## src/sv/qsu_pkg.sv

```systemverilog
// qsu_pkg: shared types and codes for the quoted-string unescaper.
// Depends on nothing; imported by every module of the block.
package qsu_pkg;

   localparam logic [1:0] KIND_DATA  = 2'd0;
   localparam logic [1:0] KIND_END   = 2'd1;
   localparam logic [1:0] KIND_ERROR = 2'd2;

   localparam logic [2:0] ERR_NONE     = 3'd0;
   localparam logic [2:0] ERR_RAW_LF   = 3'd1;
   localparam logic [2:0] ERR_BAD_ESC  = 3'd2;
   localparam logic [2:0] ERR_BAD_HEX  = 3'd3;
   localparam logic [2:0] ERR_NUL      = 3'd4;
   localparam logic [2:0] ERR_NO_QUOTE = 3'd5;

   localparam logic [15:0] LINES_MAX = 16'hFFFF;

   // Results raised by one source byte: up to three, all sharing kind,
   // error code and line count.  Only data results come in groups.
   typedef struct packed {
      logic [1:0]  count;
      logic [1:0]  kind;
      logic [2:0]  error_code;
      logic [7:0]  byte0;
      logic [7:0]  byte1;
      logic [7:0]  byte2;
      logic [15:0] line_breaks;
   } bundle_type;

endpackage

```

## src/sv/qsu_front.sv

```systemverilog
// qsu_front: accepts source bytes and decodes them into result bundles.
// Depends on qsu_pkg.
module qsu_front (
   input  logic               clock,
   input  logic               reset,
   input  logic               accept,
   input  logic [7:0]         byte_in,
   output logic               bundle_valid,
   output qsu_pkg::bundle_type bundle
);
   import qsu_pkg::*;

   typedef enum logic [2:0] {
      MODE_WAIT = 3'd0,
      MODE_BODY = 3'd1,
      MODE_ESC  = 3'd2,
      MODE_HEX  = 3'd3,
      MODE_CR   = 3'd4
   } mode_type;

   mode_type    mode_ff, mode_in;
   logic [15:0] acc_ff, acc_in;
   logic [1:0]  digits_ff, digits_in;
   logic [15:0] lines_ff, lines_in;
   logic [15:0] lines_bumped;
   logic [15:0] code_point;
   logic [3:0]  hex_digit;
   logic        hex_ok;
   logic [7:0]  byte_up;
   bundle_type  bun;

   always_comb begin
      byte_up = byte_in & 8'hDF;
      hex_ok = 1'b1;
      hex_digit = 4'd0;
      if (byte_in inside {[8'h30 : 8'h39]}) begin
         hex_digit = byte_in[3:0];
      end else if (byte_up inside {[8'h41 : 8'h46]}) begin
         hex_digit = 4'(byte_up[3:0] + 4'd9);
      end else begin
         hex_ok = 1'b0;
      end
   end

   assign lines_bumped = (lines_ff == LINES_MAX) ? lines_ff : 16'(lines_ff + 16'd1);
   assign code_point = {acc_ff[11:0], hex_digit};

   always_comb begin
      mode_in   = mode_ff;
      acc_in    = acc_ff;
      digits_in = digits_ff;
      lines_in  = lines_ff;
      bun       = '0;
      case (mode_ff)
         MODE_BODY, MODE_CR: begin
            if (mode_ff == MODE_CR && byte_in == 8'h0A) begin
               mode_in = MODE_BODY;
            end else if (byte_in == 8'h22) begin
               mode_in = MODE_WAIT;
               bun.count = 2'd1;
               bun.kind = KIND_END;
            end else if (byte_in == 8'h0A) begin
               mode_in = MODE_WAIT;
               bun.count = 2'd1;
               bun.kind = KIND_ERROR;
               bun.error_code = ERR_RAW_LF;
            end else if (byte_in == 8'h00) begin
               mode_in = MODE_WAIT;
               bun.count = 2'd1;
               bun.kind = KIND_ERROR;
               bun.error_code = ERR_NUL;
            end else if (byte_in == 8'h5C) begin
               mode_in = MODE_ESC;
            end else begin
               mode_in = MODE_BODY;
               bun.count = 2'd1;
               bun.byte0 = byte_in;
            end
         end
         MODE_ESC: begin
            mode_in = MODE_BODY;
            bun.count = 2'd1;
            case (byte_in)
               8'h6E: bun.byte0 = 8'h0A;
               8'h74: bun.byte0 = 8'h09;
               8'h62: bun.byte0 = 8'h08;
               8'h72: bun.byte0 = 8'h0D;
               8'h66: bun.byte0 = 8'h0C;
               8'h61: bun.byte0 = 8'h07;
               8'h5C, 8'h3F, 8'h27, 8'h22: bun.byte0 = byte_in;
               8'h75: begin
                  mode_in = MODE_HEX;
                  acc_in = '0;
                  digits_in = '0;
                  bun.count = 2'd0;
               end
               8'h0A: begin
                  lines_in = lines_bumped;
                  bun.count = 2'd0;
               end
               8'h0D: begin
                  lines_in = lines_bumped;
                  mode_in = MODE_CR;
                  bun.count = 2'd0;
               end
               default: begin
                  mode_in = MODE_WAIT;
                  bun.kind = KIND_ERROR;
                  bun.error_code = ERR_BAD_ESC;
               end
            endcase
         end
         MODE_HEX: begin
            if (!hex_ok) begin
               mode_in = MODE_WAIT;
               bun.count = 2'd1;
               bun.kind = KIND_ERROR;
               bun.error_code = ERR_BAD_HEX;
            end else if (digits_ff != 2'd3) begin
               acc_in = code_point;
               digits_in = 2'(digits_ff + 2'd1);
            end else begin
               acc_in = code_point;
               digits_in = '0;
               mode_in = MODE_BODY;
               // pick the UTF-8 length from the top bits of the code point
               if (code_point[15:7] == '0) begin
                  bun.count = 2'd1;
                  bun.byte0 = code_point[7:0];
               end else if (code_point[15:11] == '0) begin
                  bun.count = 2'd2;
                  bun.byte0 = {3'b110, code_point[10:6]};
                  bun.byte1 = {2'b10, code_point[5:0]};
               end else begin
                  bun.count = 2'd3;
                  bun.byte0 = {4'b1110, code_point[15:12]};
                  bun.byte1 = {2'b10, code_point[11:6]};
                  bun.byte2 = {2'b10, code_point[5:0]};
               end
            end
         end
         default: begin
            if (byte_in == 8'h22) begin
               mode_in = MODE_BODY;
            end else begin
               mode_in = MODE_WAIT;
               bun.count = 2'd1;
               bun.kind = KIND_ERROR;
               bun.error_code = ERR_NO_QUOTE;
            end
         end
      endcase
      bun.line_breaks = lines_in;
   end

   always_ff @(posedge clock) begin
      if (reset) begin
         mode_ff   <= MODE_WAIT;
         acc_ff    <= '0;
         digits_ff <= '0;
         lines_ff  <= '0;
      end else if (accept) begin
         mode_ff   <= mode_in;
         acc_ff    <= acc_in;
         digits_ff <= digits_in;
         lines_ff  <= lines_in;
      end
   end

   assign bundle_valid = accept && (bun.count != 2'd0);
   assign bundle = bun;

endmodule

```

## src/sv/qsu_queue.sv

```systemverilog
// qsu_queue: short first-in first-out store of result bundles.
// Depends on qsu_pkg.
module qsu_queue #(
   parameter int DEPTH = 4
) (
   input  logic               clock,
   input  logic               reset,
   input  logic               write_en,
   input  qsu_pkg::bundle_type write_data,
   input  logic               read_en,
   output qsu_pkg::bundle_type read_data,
   output logic               not_empty,
   output logic               full
);
   import qsu_pkg::*;

   localparam int PTR_W = (DEPTH > 1) ? $clog2(DEPTH) : 1;
   localparam int CNT_W = $clog2(DEPTH + 1);
   localparam logic [PTR_W-1:0] PTR_LAST = PTR_W'(DEPTH - 1);
   localparam logic [CNT_W-1:0] CNT_FULL = CNT_W'(DEPTH);

   bundle_type       store [DEPTH];
   logic [PTR_W-1:0] wr_ptr_ff, rd_ptr_ff;
   logic [CNT_W-1:0] count_ff;

   assign not_empty = (count_ff != '0);
   assign full = (count_ff == CNT_FULL);
   assign read_data = store[rd_ptr_ff];

   always_ff @(posedge clock) begin
      if (write_en) begin
         store[wr_ptr_ff] <= write_data;
      end
   end

   always_ff @(posedge clock) begin
      if (reset) begin
         wr_ptr_ff <= '0;
         rd_ptr_ff <= '0;
         count_ff  <= '0;
      end else begin
         if (write_en) begin
            wr_ptr_ff <= (wr_ptr_ff == PTR_LAST) ? '0 : PTR_W'(wr_ptr_ff + 1'b1);
         end
         if (read_en) begin
            rd_ptr_ff <= (rd_ptr_ff == PTR_LAST) ? '0 : PTR_W'(rd_ptr_ff + 1'b1);
         end
         if (write_en && !read_en) begin
            count_ff <= CNT_W'(count_ff + 1'b1);
         end else if (read_en && !write_en) begin
            count_ff <= CNT_W'(count_ff - 1'b1);
         end
      end
   end

endmodule

```

## src/sv/qsu_back.sv

```systemverilog
// qsu_back: output register that hands out one result word per pop.
// Depends on qsu_pkg.
module qsu_back (
   input  logic               clock,
   input  logic               reset,
   input  logic               queue_not_empty,
   input  qsu_pkg::bundle_type queue_data,
   output logic               queue_read,
   input  logic               pop,
   output logic               empty,
   output logic [1:0]         kind,
   output logic [7:0]         data_byte,
   output logic [2:0]         error_code,
   output logic               last,
   output logic [15:0]        line_breaks
);
   import qsu_pkg::*;

   bundle_type bun_ff;
   logic       valid_ff;
   logic [1:0] index_ff;
   logic       on_last;
   logic       taken;

   assign on_last = (index_ff == 2'(bun_ff.count - 2'd1));
   assign taken = valid_ff && pop;
   // refill when idle or when the final word of the held bundle leaves
   assign queue_read = queue_not_empty && (!valid_ff || (taken && on_last));

   always_ff @(posedge clock) begin
      if (reset) begin
         valid_ff <= 1'b0;
         index_ff <= '0;
      end else if (queue_read) begin
         valid_ff <= 1'b1;
         index_ff <= '0;
      end else if (taken) begin
         if (on_last) begin
            valid_ff <= 1'b0;
         end else begin
            index_ff <= 2'(index_ff + 2'd1);
         end
      end
   end

   always_ff @(posedge clock) begin
      if (queue_read) begin
         bun_ff <= queue_data;
      end
   end

   always_comb begin
      case (index_ff)
         2'd0:    data_byte = bun_ff.byte0;
         2'd1:    data_byte = bun_ff.byte1;
         default: data_byte = bun_ff.byte2;
      endcase
   end

   assign empty = !valid_ff;
   assign kind = bun_ff.kind;
   assign error_code = bun_ff.error_code;
   assign last = on_last;
   assign line_breaks = bun_ff.line_breaks;

endmodule

```

## src/sv/quoted_string_unescape_utf8.sv

```systemverilog
// quoted_string_unescape_utf8: top level of the quoted-string unescaper.
// Depends on qsu_pkg, qsu_front, qsu_queue and qsu_back.
//
//   channel   direction  handshake     word
//   req_      in         push / full   one raw source byte
//   rsp_      out        empty / pop   one result: kind, byte, error, last, lines
//
// One source byte is taken every cycle with req_push high and req_full low; the
// decoder works it in that cycle and files zero to three results as one bundle in
// a queue of QUEUE_DEPTH. The output register hands out one result per cycle while
// rsp_pop is high, so a \u escape's bytes leave while later bytes are decoded.
// full rises only when the queue is full; a stalled pop holds the word shown.
// Reset is synchronous and returns the decoder to waiting for a quote.
module quoted_string_unescape_utf8 #(
   parameter int QUEUE_DEPTH = 4
) (
   input  logic        clock,
   input  logic        reset,
   input  logic        req_push,
   output logic        req_full,
   input  logic [7:0]  req_byte_in,
   output logic        rsp_empty,
   input  logic        rsp_pop,
   output logic [1:0]  rsp_kind,
   output logic [7:0]  rsp_data_byte,
   output logic [2:0]  rsp_error_code,
   output logic        rsp_last,
   output logic [15:0] rsp_line_breaks
);
   import qsu_pkg::*;

   logic       accept;
   logic       front_valid;
   bundle_type front_bundle;
   bundle_type queue_data;
   logic       queue_not_empty;
   logic       queue_full;
   logic       queue_read;

   assign accept = req_push && !queue_full;
   assign req_full = queue_full;

   qsu_front u_front (
      .clock        (clock),
      .reset        (reset),
      .accept       (accept),
      .byte_in      (req_byte_in),
      .bundle_valid (front_valid),
      .bundle       (front_bundle)
   );

   qsu_queue #(
      .DEPTH (QUEUE_DEPTH)
   ) u_queue (
      .clock      (clock),
      .reset      (reset),
      .write_en   (front_valid),
      .write_data (front_bundle),
      .read_en    (queue_read),
      .read_data  (queue_data),
      .not_empty  (queue_not_empty),
      .full       (queue_full)
   );

   qsu_back u_back (
      .clock           (clock),
      .reset           (reset),
      .queue_not_empty (queue_not_empty),
      .queue_data      (queue_data),
      .queue_read      (queue_read),
      .pop             (rsp_pop),
      .empty           (rsp_empty),
      .kind            (rsp_kind),
      .data_byte       (rsp_data_byte),
      .error_code      (rsp_error_code),
      .last            (rsp_last),
      .line_breaks     (rsp_line_breaks)
   );

endmodule
```

## config.mk

```make
export PLATFORM = sky130hd
export DESIGN_NAME = quoted_string_unescape_utf8
export DESIGN_NICKNAME = d
export VERILOG_FILES = /design/src/sv/qsu_pkg.sv /design/src/sv/qsu_front.sv /design/src/sv/qsu_queue.sv /design/src/sv/qsu_back.sv /design/src/sv/quoted_string_unescape_utf8.sv
export SDC_FILE = /design/constraint.sdc
export NUM_CORES = 1
export LEC_CHECK = 0
export BUFFER_PORTS_ARGS = -buffer_cell sky130_fd_sc_hd__buf_2
export CAP_MARGIN = 25
export CORE_MARGIN = 4
export CORE_UTILIZATION = 40
export CTS_CLUSTER_DIAMETER = 80
export CTS_CLUSTER_SIZE = 10
export DETAILED_ROUTE_END_ITERATION = 16
export PLACE_DENSITY = 0.56
export REMOVE_ABC_BUFFERS = 1
export SLEW_MARGIN = 20
export SYNTH_ARGS = -nofsm -noshare
export SYNTH_HDL_FRONTEND = slang
export SYNTH_SLANG_ARGS = --single-unit
```

## constraint.sdc

```tcl
create_clock -name clock -period 5.6 [get_ports clock]
set_input_delay 0.28 -clock clock [delete_from_list [all_inputs] [get_ports clock]]
set_output_delay 0.28 -clock clock [all_outputs]
set_load 0.01 [all_outputs]
```

# Word level (Yosys, flattened, before mapping)
# Memories as Yosys holds them, arrays and structs flattened. A register that Yosys moved wholly into a read port is not among the register bits.
# Index checks and enable logic that the tools add are counted.
dict set report word_totals {
  regBits 43
  n_memories 1
  input_bits 12
  ramBits 188
  output_inout_bits 32
}
dict set report classes {
  muxes 62
  magnitude_cmp 4
  bitwise 1
  reduce_logical 36
  n_eq_ne 27
  addsub 9
}
# name depth width read_ports rd_ports_with_merged_regs wr line_no
set memory_table {}
lappend memory_table {u_queue.store 4 47 1 1 1 qsu_queue.sv:22} ;# bundle_type store [DEPTH];
# op n
set op_table {}
lappend op_table {{$mux W16} 5}
lappend op_table {{$eq A8 B7 Y1 const B} 8}
lappend op_table {{$pmux W8 S7} 1}
lappend op_table {{$mux W24} 2}
lappend op_table {{$mux W8} 5}
lappend op_table {{$eq A8 B6 Y1 const B} 3}
lappend op_table {{$mux W12} 2}
lappend op_table {{$pmux W12 S2} 1}
lappend op_table {{$pmux W8 S3} 1}
lappend op_table {{$mux W2} 11}
lappend op_table {{$mux W3} 7}
lappend op_table {{$pmux W7 S3} 1}
lappend op_table {{$pmux W3 S3} 2}
lappend op_table {{$add A16 B1 Y16 const B} 1}
lappend op_table {{$eq A16 B16 Y1 const B} 1}
lappend op_table {{$eq A8 B4 Y1 const B} 2}
lappend op_table {{$pmux W8 S2} 1}
lappend op_table {{$mux W15} 1}
lappend op_table {{$mux W5} 3}
lappend op_table {{$mux W14} 1}
lappend op_table {{$reduce_or A13 Y1} 1}
lappend op_table {{$mux W4} 3}
lappend op_table {{$mux W1} 11}
lappend op_table {{$mux W11} 1}
lappend op_table {{other kinds (37)} 64}

# Logic depth before layout (Yosys ltp)
dict set report logic_depth {
  depth_word 13
  ltp_mapped 13
  depth_no_buf 13
}

# Cells and area by module
# A second synthesis with hierarchy kept.
dict set report hier_totals {
  hier_cells 801
  area_unflattened_um2 11964.0
}
# mod seq_area_each_um2 instances area_per_inst_um2 cells_each
set modules_own_cells {}
lappend modules_own_cells {qsu_queue 5825.6 1 7248.2 289}
lappend modules_own_cells {qsu_front 660.6 1 2781.4 391}
lappend modules_own_cells {qsu_back 1471.4 1 1920.6 120}
lappend modules_own_cells {quoted_string_unescape_utf8 0.0 1 13.8 1}

# Worst setup path after synthesis
# OpenSTA, ideal clock, no wires.
dict set report synth_path {
  path_type {register to register}
  startpoint {register u_back.bun_ff[46] (netlist name)}
  endpoint {register u_queue.count_ff[2]}
  period_less_slack_ns 4.748
  slack_ns 0.852
  path_stages_with_launch 12
  n_path_buf 0
  arrival_ns 4.677
  path_cell_list {edfxtp_1 > xnor2_1 > mux2i_1 > nand2_1 > a21oi_1 > inv_1 > ha_1 > inv_1 > fa_1 > xor2_1 > or3_1 > a21oi_1}
}
dict set report synth_between {
  elab_chain_len 8
  word_cells_on_any_way 10
  cone_classes {1 x add/sub; 1 x eq/ne; 1 x mux; 7 x reduce/logical}
}
# element line_no
set synth_lines {}
lappend synth_lines {{$sub A2 B1 Y2 (*)} qsu_back.sv:25} ;# assign on_last = (index_ff == 2'(bun_ff.count - 2'd1));
lappend synth_lines {{$eq A2 B2 Y1 (*)} qsu_back.sv:25}
lappend synth_lines {{via rsp_last} quoted_string_unescape_utf8.sv:27} ;# output logic rsp_last,
lappend synth_lines {{$logic_and A1 B1 Y1 (*)} qsu_back.sv:28} ;# assign queue_read = queue_not_empty && (!valid_ff || (taken && on_last));
lappend synth_lines {{$logic_or A1 B1 Y1 (*)} qsu_back.sv:28}
lappend synth_lines {{$logic_and A1 B1 Y1 (*)} qsu_back.sv:28}
lappend synth_lines {{via queue_read} quoted_string_unescape_utf8.sv:38} ;# logic queue_read;
lappend synth_lines {{$logic_not A1 Y1} qsu_queue.sv:48} ;# if (write_en && !read_en) begin
lappend synth_lines {{$logic_and A1 B1 Y1} qsu_queue.sv:48}
lappend synth_lines {{$mux W3 / $reduce_bool A2 Y1 (equally long branches)} n/a}
lappend synth_lines {{end signal, assigned} qsu_queue.sv:49} ;# count_ff <= CNT_W'(count_ff + 1'b1);
lappend synth_lines {{end signal, assigned} qsu_queue.sv:51} ;# count_ff <= CNT_W'(count_ff - 1'b1);
lappend synth_lines {{end, declared} qsu_queue.sv:24} ;# logic [CNT_W-1:0] count_ff;
# Mark *: on every way through the listed nets, which the timed path passes. The rest lies on a longest branch.
# A chain may end at the register's enable or synchronous reset.

# Worst setup path in the final report
dict set report layout_path {
  startpoint {input port req_byte_in[0]}
  endpoint {memory u_queue.store[3][13] (netlist bit), enable pin}
}
dict set report layout_between {
  elab_chain_len 11
  word_cells_on_any_way 29
  cone_classes {4 x order compare; 5 x eq/ne; 13 x mux; 7 x reduce/logical}
}
# element line_no
set layout_lines {}
lappend layout_lines {{start, declared} quoted_string_unescape_utf8.sv:21} ;# input logic [7:0] req_byte_in,
lappend layout_lines {{branches (longest 6 deep; another with $ge A8 B7 Y1)} n/a}
lappend layout_lines {{$pmux W7 S3 (*)} qsu_front.sv:54} ;# case (mode_ff)
lappend layout_lines {{$reduce_bool A2 Y1 (*)} qsu_front.sv:170} ;# assign bundle_valid = accept && (bun.count != 2'd0);
lappend layout_lines {{$logic_and A1 B1 Y1 (*)} qsu_front.sv:170}
lappend layout_lines {{via front_valid} quoted_string_unescape_utf8.sv:33} ;# logic front_valid;
lappend layout_lines {{$mux W1 (*)} qsu_queue.sv:31} ;# if (write_en) begin
lappend layout_lines {{$mux W1 (implied by the code) (*)} qsu_queue.sv:32} ;# store[wr_ptr_ff] <= write_data;
lappend layout_lines {{end, declared} qsu_queue.sv:22}
# Mark *: on every way through the listed nets, which the timed path passes.

==> impl_summary.log <==
INFO  metric cts.clk_slew.worst_paths = 50 ps
INFO  metric max_freq = 0.2911 GHz
INFO  metric antenna_violating_nets_post_route = 0
INFO  metric ys_ff_latch = 268
INFO  metric antenna_found_initial = 0
INFO  metric final-setup-viol-count = 0
INFO  metric routed_wire_length_per_instance = 19.76 um
INFO  metric timing.final.hold_violations = 0
INFO  metric critical_path_sink_type = flip-flop
INFO  metric edff_count_synth = 225
INFO  metric period_share = 0.6135
INFO  metric cts_hold_buf = 0
INFO  metric synthCells = 783
INFO  metric synth_top_flop_cell = sky130_fd_sc_hd__edfxtp_1
INFO  metric seqPwrFrac = 0.481
INFO  metric grt_max_degree = 50
INFO  metric critPathKind = input pin to flip-flop
INFO  metric dp_worst_setup_slack = 1621 ps
INFO  metric first_global_vias = 6,456
INFO  metric detail_route.iter0.violations = 512
INFO  metric die_area = 0.03176 mm^2
INFO  metric ff_latch_area = 0.007622 mm^2
INFO  metric peakVddDrop = 0.0002672 V
INFO  metric effective_utilization_at_floorplan = 0.4049
INFO  metric postCtsSetupRepairBufs = 0
INFO  metric grt_setup_unrepaired = false
INFO  metric power.net_switching = 1.557 mW
INFO  metric numCtsBuffers = 30
INFO  metric p_per_area = 446.0 mW/mm^2
INFO  metric accumulated_negative_setup_slack = 0 ps
INFO  metric cts_tree = done
INFO  metric yosysSeqAreaShare = 0.6572
INFO  metric top_level_ports = 44
INFO  metric ys.warnings.count = 0
INFO  metric post_cts.resized_instances = 0
INFO  metric p_int = 4.222 mW
INFO  metric power_frac_clock = 0.304
INFO  metric timing.hold.ws = 157.1 ps
INFO  metric max_cap_violations = 0
INFO  metric netlist-cell-type-count = 72
INFO  metric crit-reg2reg-launch = u_front.acc_ff[3]$_SDFFE_PP0P_
INFO  metric count_of_inserted_antenna_diode_cells = 0
INFO  metric final_net_count = 839
INFO  metric dp.final_hpwl = 15.52 mm
INFO  metric synthesis.area_per_instance = 14.80 um^2
INFO  metric synth_area = 0.01159 mm^2
INFO  metric worst_slew_margin_rel = 0.3235
INFO  metric vias_per_cell = 5.341
INFO  metric final_max_slew_viol_count = 0
INFO  metric die-width = 178.2 um
INFO  metric share_comb_of_total_power = 0.215
INFO  metric layout.filler_cells = 2,532
INFO  metric layout_min_cycle_time = 3436 ps
INFO  metric multi_input_comb_area = 0.003600 mm^2
INFO  metric power_switching_share = 0.2694
INFO  metric clock-skew-final = 9.362 ps
INFO  metric hold_path_class = input pin to flip-flop
INFO  metric cp_max_fo = 36
INFO  metric critical_path_required = 5830 ps
INFO  metric area_of_the_core_region = 0.02863 mm^2
INFO  metric wl = 24.11 mm
INFO  metric clk_path_buf_depth = 3
INFO  metric worstSetupStartpointType = input pin
INFO  metric leakage = 4.385 nW
INFO  metric min_delay_path_depth = 4
INFO  metric synthArstFlopShare = 0
INFO  metric drc_violations = 0
INFO  metric layout_setup_ws = 2164 ps
INFO  metric worstMarginPinSlew = 1015 ps
INFO  metric dr_total_vias = 6,516
INFO  metric post-synth-top-count-cell = sky130_fd_sc_hd__edfxtp_1
INFO  metric worst_r2r_endpoint = u_queue.store[3][13]$_DFFE_PP_
INFO  metric source_of_the_worst_hold_timing_path = rsp_pop
INFO  metric root_buffer = sky130_fd_sc_hd__clkbuf_16
INFO  metric clock-sinks = 268
INFO  metric synth.largest_area_cell = sky130_fd_sc_hd__edfxtp_1
INFO  metric overflow = 0
INFO  metric min_delay_worst_endpoint = u_back.valid_ff$_SDFFE_PP0P_
INFO  metric drt_pass1_iterations = 5
INFO  metric die_y = 178.2 um
INFO  metric worst_ep_arrival_time = 3670 ps
INFO  metric track_usage = 0.1531
INFO  metric synth_top_cells_by_area = sky130_fd_sc_hd__edfxtp_1 58%, sky130_fd_sc_hd__mux4_2 8.7%, sky130_fd_sc_hd__dfxtp_1 7.4%
INFO  metric yosys.area.top_type_share = 0.5830
INFO  metric power.total = 5.780 mW
INFO  metric status = complete, no violations
INFO  metric synth.top_cells.by_count = 225 x sky130_fd_sc_hd__edfxtp_1, 63 x sky130_fd_sc_hd__nand2_1, 54 x sky130_fd_sc_hd__nor2_1
INFO  metric worst-r2r-cell-count = 7
INFO  metric share_of_post_route_cells_with_drive_strength_above_1 = 0.1890
INFO  metric regToRegSetupSlack = 2260 ps
INFO  metric insertion_delay_to_the_later_sink_of_the_worst_skew_pair = 530 ps
INFO  metric grt_pass1_wl = 37.65 mm
INFO  metric place_congestion = 0.8493
INFO  metric cts_htree_levels = 1
INFO  metric fp-row-count = 62
INFO  metric area.growth.synth_to_final = 11.82%
INFO  metric port_buffers = 43
routing by layer:
metal	global-route usage	share of wire
met5	0	0
met4	0.03965	0.021
met3	0.02098	0.048
met2	0.2470	0.47
met1	0.2208	0.46
worst max-delay path: stages:
cell                       delay [ps]
sky130_fd_sc_hd__buf_2            160
sky130_fd_sc_hd__inv_1             90
sky130_fd_sc_hd__ha_1             260
sky130_fd_sc_hd__nor3b_1          180
sky130_fd_sc_hd__a211oi_1         490
sky130_fd_sc_hd__a21o_1           380
sky130_fd_sc_hd__nand3_1          310
sky130_fd_sc_hd__a21oi_2          300
sky130_fd_sc_hd__and2_2           860
sky130_fd_sc_hd__buf_4            340
worst max-delay path by stage:
| stage | start | cells after the start | slack, ps | endpoint |
|---|---|---|---|---|
| 3_5_place_dp | req_byte_in[0] | 10 | 1620 | u_queue.store[3][15]$_DFFE_PP_ |
| 3_3_place_gp | req_byte_in[0] | 10 | 1750 | u_queue.store[3][15]$_DFFE_PP_ |
| 5_1_grt | req_byte_in[0] | 10 | 1960 | u_queue.store[3][15]$_DFFE_PP_ |
| 4_1_cts | req_byte_in[0] | 10 | 2170 | u_queue.store[3][15]$_DFFE_PP_ |
| 6_report | req_byte_in[0] | 10 | 2160 | u_queue.store[3][13]$_DFFE_PP_ |
| 2_1_floorplan | u_back.bun_ff[46]$_DFFE_PP_ | 11 | 850 | u_queue.count_ff[2]$_SDFFE_PP0P_ |
layout make-up:
cell class	instances	area share
clock buffer	56	0.06787
inverter	18	0.005213
multi-input combinational	440	0.2778
sequential	268	0.5881
tap	384	0.03707
timing repair buffer	54	0.02394
placed cells by master, fill, tap and decap left out, types with 3 or more instances in the layout:
master	instances
sky130_fd_sc_hd__edfxtp_1	225
sky130_fd_sc_hd__nand2_1	63
sky130_fd_sc_hd__nor2_1	54
sky130_fd_sc_hd__mux4_2	45
sky130_fd_sc_hd__buf_2	43
sky130_fd_sc_hd__dfxtp_1	41
sky130_fd_sc_hd__clkbuf_16	31
sky130_fd_sc_hd__clkbuf_1	24
sky130_fd_sc_hd__xor2_1	22
sky130_fd_sc_hd__a21oi_1	20
sky130_fd_sc_hd__inv_1	18
sky130_fd_sc_hd__nand3_1	17
sky130_fd_sc_hd__ha_1	14
sky130_fd_sc_hd__and2_1	13
sky130_fd_sc_hd__nor3_1	12
sky130_fd_sc_hd__nand2b_1	12
sky130_fd_sc_hd__a22oi_1	12
sky130_fd_sc_hd__a22o_1	12
sky130_fd_sc_hd__a211oi_1	10
sky130_fd_sc_hd__o21ai_0	10
sky130_fd_sc_hd__xnor2_1	9
sky130_fd_sc_hd__buf_4	9
sky130_fd_sc_hd__nand4_1	8
sky130_fd_sc_hd__mux2i_1	8
sky130_fd_sc_hd__or3_1	8
sky130_fd_sc_hd__a31oi_1	7
sky130_fd_sc_hd__nor4_1	5
sky130_fd_sc_hd__nor3b_1	4
sky130_fd_sc_hd__o211ai_1	4
sky130_fd_sc_hd__and3_1	4
sky130_fd_sc_hd__and2_2	4
sky130_fd_sc_hd__nor2b_1	3
sky130_fd_sc_hd__or4_1	3
sky130_fd_sc_hd__o22ai_1	3
through the flow:
stage          instance area, um^2  utilization  cells
2_1_floorplan                11270            -    726
3_3_place_gp                 12050       0.4211   1162
3_5_place_dp                 12050       0.4211   1162
4_1_cts                      12930       0.4518   1218
5_1_grt                      12960       0.4527   1220
6_report                     12960       0.4527   1220
flip-flops by register name (all words and copies together), names as in the netlist, 3 cells and up:
name and flops:
u_back.error_code 3, u_queue.count_ff 3, u_queue.store 180, u_front.mode_ff 3, u_back.line_breaks 16, u_back.bun_ff 24, u_front.acc_ff 12, u_front.lines_ff 16
cell families after synthesis:
group | count (synthesis) | synth area share
AO/OA/AOI/OAI | 108 | 0.06877
buffers and inverters | 75 | 0.03357
AND/OR/NAND/NOR | 231 | 0.1039
XOR/XNOR | 31 | 0.02343
flip-flops | 268 | 0.6572
adder cells (fa/ha/maj) | 15 | 0.01684
multiplexers | 55 | 0.09630
power groups by stage:
| stage | Clock (mW) | Sequential, mW | Combinational [mW] |
|---|---|---|---|
| 2_1_floorplan | 0 | 2.92 | 0.720 |
| 3_5_place_dp | 0 | 2.88 | 1.22 |
| 4_1_cts | 1.80 | 2.85 | 1.22 |
| 5_1_grt | 1.89 | 2.82 | 1.38 |
| 3_3_place_gp | 0 | 2.88 | 1.22 |
| 6_report | 1.76 | 2.78 | 1.24 |
Power figures use the tool's default switching activity.
